## src/rtl/lzwc_pkg.sv

```systemverilog
// ----------------------------------------------------------------------------
// LZW compressor package
// Shared types and constants for the LZW compressor cell chain.
// ----------------------------------------------------------------------------
package lzwc_pkg;

	localparam int CELL_BITS = 5;
	localparam int NUM_CELLS = 1 << CELL_BITS;
	localparam int SYM_W     = 8;
	localparam int CODE_OUT_W = 12;
	localparam int POS_W     = 13;

	// first free code right after reset (symbol_bits = 8)
	localparam logic [POS_W-1:0] RESET_FIRST = 13'd258;

	typedef enum logic [1:0] {
		CMD_SYMBOL = 2'd0,
		CMD_FLUSH  = 2'd1,
		CMD_CLEAR  = 2'd2
	} cmd_t;

	typedef enum logic {
		REG_SYMBOL_BITS   = 1'b0,
		REG_MAX_CODE_BITS = 1'b1
	} reg_idx_t;

	typedef enum logic [1:0] {
		ST_IDLE,
		ST_SCAN,
		ST_DRAIN,
		ST_EMIT
	} state_t;

	// search token moving along the cell chain
	typedef struct packed {
		logic valid;
		logic last;
		logic hit;
	} tok_t;

	// decoded configuration, saturated to the legal ranges
	typedef struct packed {
		logic [SYM_W-1:0] sym_mask;
		logic [POS_W-1:0] first;
		logic [POS_W-1:0] cap_pow;
	} cfg_t;

endpackage

```

## src/rtl/lzwc_cell.sv

```systemverilog
// ----------------------------------------------------------------------------
// LZW compressor dictionary cell
// Holds every NUM_CELLS-th dictionary entry and matches one row per cycle.
// ----------------------------------------------------------------------------
module lzwc_cell
	import lzwc_pkg::*;
#(
	parameter int ADDR_W   = 7,
	parameter int CELL_IDX = 0
) (
	input  logic                        clk,
	input  logic                        arst_n,
	input  tok_t                        in_tok,
	input  logic [ADDR_W-1:0]           in_addr,
	input  logic [ADDR_W+CELL_BITS-1:0] in_code,
	input  logic [ADDR_W+CELL_BITS-1:0] key_prefix,
	input  logic [SYM_W-1:0]            key_sym,
	input  logic [POS_W-1:0]            lo_code,
	input  logic [POS_W-1:0]            hi_code,
	input  logic                        wr_en,
	input  logic [ADDR_W-1:0]           wr_addr,
	input  logic [ADDR_W+CELL_BITS-1:0] wr_prefix,
	input  logic [SYM_W-1:0]            wr_sym,
	output tok_t                        out_tok,
	output logic [ADDR_W-1:0]           out_addr,
	output logic [ADDR_W+CELL_BITS-1:0] out_code
);

	localparam int CODE_W = ADDR_W + CELL_BITS;
	localparam int DEPTH  = 1 << ADDR_W;

	logic [CODE_W-1:0] mem_prefix [DEPTH];
	logic [SYM_W-1:0]  mem_sym    [DEPTH];

	logic [CODE_W-1:0] rd_prefix_q;
	logic [SYM_W-1:0]  rd_sym_q;
	tok_t              tok_q;
	logic [ADDR_W-1:0] addr_q;
	logic [CODE_W-1:0] code_q;
	logic [CODE_W-1:0] my_code;
	logic [POS_W-1:0]  my_pos;
	logic              match;

	always_ff @(posedge clk) begin
		if (wr_en) begin
			mem_prefix[wr_addr] <= wr_prefix;
			mem_sym[wr_addr]    <= wr_sym;
		end
	end

	always_ff @(posedge clk) begin
		rd_prefix_q <= mem_prefix[in_addr];
		rd_sym_q    <= mem_sym[in_addr];
		addr_q      <= in_addr;
		code_q      <= in_code;
	end

	always_ff @(posedge clk or negedge arst_n) begin
		if (!arst_n) begin
			tok_q <= '0;
		end else begin
			tok_q <= in_tok;
		end
	end

	assign my_code = {addr_q, CELL_BITS'(CELL_IDX)};
	assign my_pos  = POS_W'(my_code);

	// only entries between the first free code and next_free are live
	assign match = tok_q.valid && (my_pos >= lo_code) && (my_pos < hi_code) &&
		(rd_prefix_q == key_prefix) && (rd_sym_q == key_sym);

	always_comb begin
		out_tok     = tok_q;
		out_tok.hit = tok_q.hit || match;
		out_addr    = addr_q;
		out_code    = (match && !tok_q.hit) ? my_code : code_q;
	end

endmodule

```

## config.mk

```make
export PLATFORM = sky130hd
export DESIGN_NAME = lzwc_cell
export DESIGN_NICKNAME = d
export VERILOG_FILES = /design/src/rtl/lzwc_pkg.sv /design/src/rtl/lzwc_cell.sv
export SDC_FILE = /design/constraint.sdc
export NUM_CORES = 2
export LEC_CHECK = 0
export ABC_AREA = 1
export BUFFER_PORTS_ARGS = -buffer_cell sky130_fd_sc_hd__buf_2
export CORE_AREA = 2 2 514 516
export CTS_BUF_LIST = sky130_fd_sc_hd__clkbuf_16
export DETAILED_ROUTE_END_ITERATION = 8
export DIE_AREA = 0 0 516 518
export PLACE_DENSITY_LB_ADDON = 0.1
export RECOVER_POWER = 100
export SLEW_MARGIN = 20
export SYNTH_ARGS = -nofsm -noshare
export SYNTH_HDL_FRONTEND = slang
export SYNTH_SLANG_ARGS = --single-unit
```

## constraint.sdc

```tcl
create_clock -name clk -period 5.55 [get_ports clk]
set_input_delay 0.8325 -clock clk [delete_from_list [all_inputs] [get_ports clk]]
set_output_delay 0.8325 -clock clk [all_outputs]
set_load 0.01 [all_outputs]
```

==> results.md <==
- Worst-margin pin slew: 5.81 ns
- Layout area overhead: 12.8%
- Multi-input logic area: 23,800 um^2
- Setup TNS: -0.175 ns
- Yosys cell types: 26
- Warnings from Yosys: 0
- CTS clk-pin slew, worst paths: 0.06 ns
- NetSw: 9.85 mW
- LEAKAGE: roughly 40 nW
- Int Power: 32.9 mW
- Reg-to-reg setup timing slack: around 3.3 ns
- Core footprint: 262,000 um^2
- Grt met3 use: between 3 and 4%
- GPL Wtd Cong: 0.835
- Initial Util: 39.9%
- Most frequent cells in the layout: nand2_1, edfxtp_1, nand3_1
- Synth area leader: edfxtp_1
- Reg power frac: approximately half
- Failing checks: capacitance limit, slew limit, setup timing
- Power share of the clock group: between 40% and 50%
- Remaining global-route overflow: 0
- Final Cycle Share: 103%
- # rows: roughly 190
- Power density cells: 363 nW/um^2
- Post-synthesis net count: between 8,000 and 9,000
- Clock Tree Buf Depth: 4
- Drt drc: 0
- Switch share: between 20% and 30%
- Setup violators final: 1
- Setup CP Type: in -> reg
- GRT Util Overall: 24.7%
- Worst setup SP type: input pin
- Mean post-synth cell area: 12.1 um^2
- H-tree levels: 5
- Clk sink count: 2,602
- Commonest non-fill, non-tap cell in the layout: nand2_1
- Max incr delay on CP: 2.54 ns
- Max Clock Freq: 175 MHz
- Clk_lat worst skew: 0.93 ns
- Worst hold path type: in -> reg
- Nets@finish: about 8,900
- Comb power frac: under 10%
- First-pass GRT wire length: approximately 480 mm
- Root buffer cell: clkbuf_16
- Num CTS Buffers: 299
- CTS tree: done
- Pins Over Slew Limit: about 3,600
- FF/Latch Area: 77,700 um^2
- MaxCap Viol Count: 102
- Post-DRT Antenna Nets: 0
- Relative slew slack: -287%
- Final hold vios: 0
- Hold path endpoint: out_addr[2]
- Register area share after synthesis: 74.5%
- Post-CTS sizing: 0
- Outcome: finished, violations left
- Setup Skew: 0.0616 ns
- Hold Crit Depth: 1
- Critical Path RT: between 6 and 7 ns
- Min-delay src: in_addr[2]
- Max IR drop VDD: 0.331 mV
- Cells after Synth: a little under 9,000
- Gr busiest metal: met2
- Finished Layout Cells: between 10,000 and 15,000
- Cell Area, Synth: 104,000 um^2
- Full die area: roughly 270,000 um^2
- Synth Register Bits: 2,602
- Reg2reg start: mem_sym[86][5]
- Initial DRC Count: 8,195
- Via density: around 5.5
- Inst Count DP: approximately 12,000
- Reg2Reg Depth: 8
- WL/cell: 26.8 um
- IO Count: 120
- Vias in the first global route: 64,900
- Antenna violations before repair: 28
- IO buf count: 119
- Die width: just over 500 um
- Met1 usage: 36.2%
- Met2 Usage GRT: between 30% and 40%
- CP Cell Sequence: buf_2 > clkbuf_1 > inv_1 > clkbuf_1 > nand3_1 > nand3_1 > nand2_1
- Worst r2r dst: rd_sym_q[5]
- Top cells by area, synth: edfxtp_1, nand3_1, nand2_1
- Place WS: 0.921 ns
- Arr. time, crit path: 6.58 ns
- Period minus WS final: 5.73 ns
- Initial DRT Pass Iterations: 6
- Post-route setup slack: -0.175 ns
- CP endpoint kind: flip-flop
- Layout cell share with drive strength beyond 1: 6.95%
- WL final: 336 mm
- HPWL Detailed: 181 mm
- Fillers: 24,000
- Vias: 68,400
- Share of the synthesized area in the top cell type: around three quarters
- Die Y: 518 um
- RSZ-0062 raised after global routing: false
- Slowest CP cell: clkbuf_1
- Critical Path Fanout Max: 42
- Largest net degree at the start of global routing: 157
==> worst max-delay path: cells and delay by family <==
| family | cells | cell delay [ns] |
|---|---|---|
| buf+inv | 4 | 4.14 |
| simple gates | 3 | 1.50 |
==> timing repair <==
item	4_1_cts	5_1_grt
hold buffers	16	0
hold endpoints to repair	18	0
setup buffers	0	0
==> layer usage <==
metal | share of wire (%) | up-vias
met4 | 3.2 | 6
met2 | 45 | 2642
met5 | 0.011 | -
met1 | 44 | 34100
met3 | 7.3 | 523
li1 | - | 31100
==> synthesized netlist by cell type (all sizes together) <==
library cell,instances
buf,436
or2,1
a21oi,4
edfxtp,2560
dfrtp,3
clkinv,2
nor4,8
dfxtp,39
nand4,8
nand2,2653
and3,1
nor2,153
nand3,2535
xor2,9
o21ai,2
xnor2,4
inv,79
a21boi,1
ha,14
nor3,1
clkbuf,139
==> stage by stage <==
stage	power [mW]	util (%)	hold WS, ns	cell area, um^2
floorplan	23.5	-	0.537	104000
global placement	24.9	41.9	0.631	110000
detailed placement	24.9	41.9	0.634	110000
CTS	43.0	45.4	0.202	119000
global route	44.0	45.0	0.230	118000
finish	42.7	45.0	0.251	118000
==> power by group through the flow <==
| stage | Sequential (mW) | Combinational (mW) | Clock (mW) |
|---|---|---|---|
| 3_5_place_dp | 22.2 | 2.69 | 0 |
| 3_3_place_gp | 22.2 | 2.68 | 0 |
| 5_1_grt | 21.8 | 2.88 | 19.3 |
| 2_1_floorplan | 22.1 | 1.33 | 0 |
| 4_1_cts | 21.8 | 2.71 | 18.6 |
| 6_report | 21.8 | 2.67 | 18.2 |
==> cell type report <==
cell class / instances / area share (%)
diodes: 24 / 0.0510
well taps: 3515 / 3.74
inverters: 81 / 0.283
multi-input cells: 5394 / 20.2
clock inverters: 197 / 1.05
repair buffers: 387 / 2.18
flip-flops and latches: 2602 / 66.0
clock buffers: 304 / 6.46
==> how the worst max path moves through the flow <==
stage                       from            endpoint  slack, ns  cells after the start
global route        wr_prefix[8]  mem_prefix[120][8]       0.12                      2
CTS                  out_addr[6]         out_code[2]       0.50                     10
global placement     hi_code[10]         out_code[4]       0.60                     14
floorplan             wr_addr[0]  mem_prefix[121][0]       1.81                      3
detailed placement   hi_code[11]         out_code[2]       0.92                     12
finish                in_addr[5]         rd_sym_q[5]      -0.18                      7
==> kinds of logic after synthesis <==
family / count (synthesis) / share of synthesized area, %
compound gates: 7 / 0.0360
xor+xnor: 13 / 0.109
fa+ha+maj: 14 / 0.168
buf+inv: 656 / 2.82
flops: 2602 / 74.5
simple gates: 5360 / 22.4
==> sequential cells by signal, summed over array words and instances (netlist names) <==
| register | count |
|---|---|
| out_tok | 2 |
| out_addr | 7 |
| rd_prefix_q | 12 |
| mem_prefix | 1536 |
| mem_sym | 1024 |
| tok_q | 1 |
| rd_sym_q | 8 |
| code_q | 12 |
No activity file was read; power rests on OpenSTA's default activity.
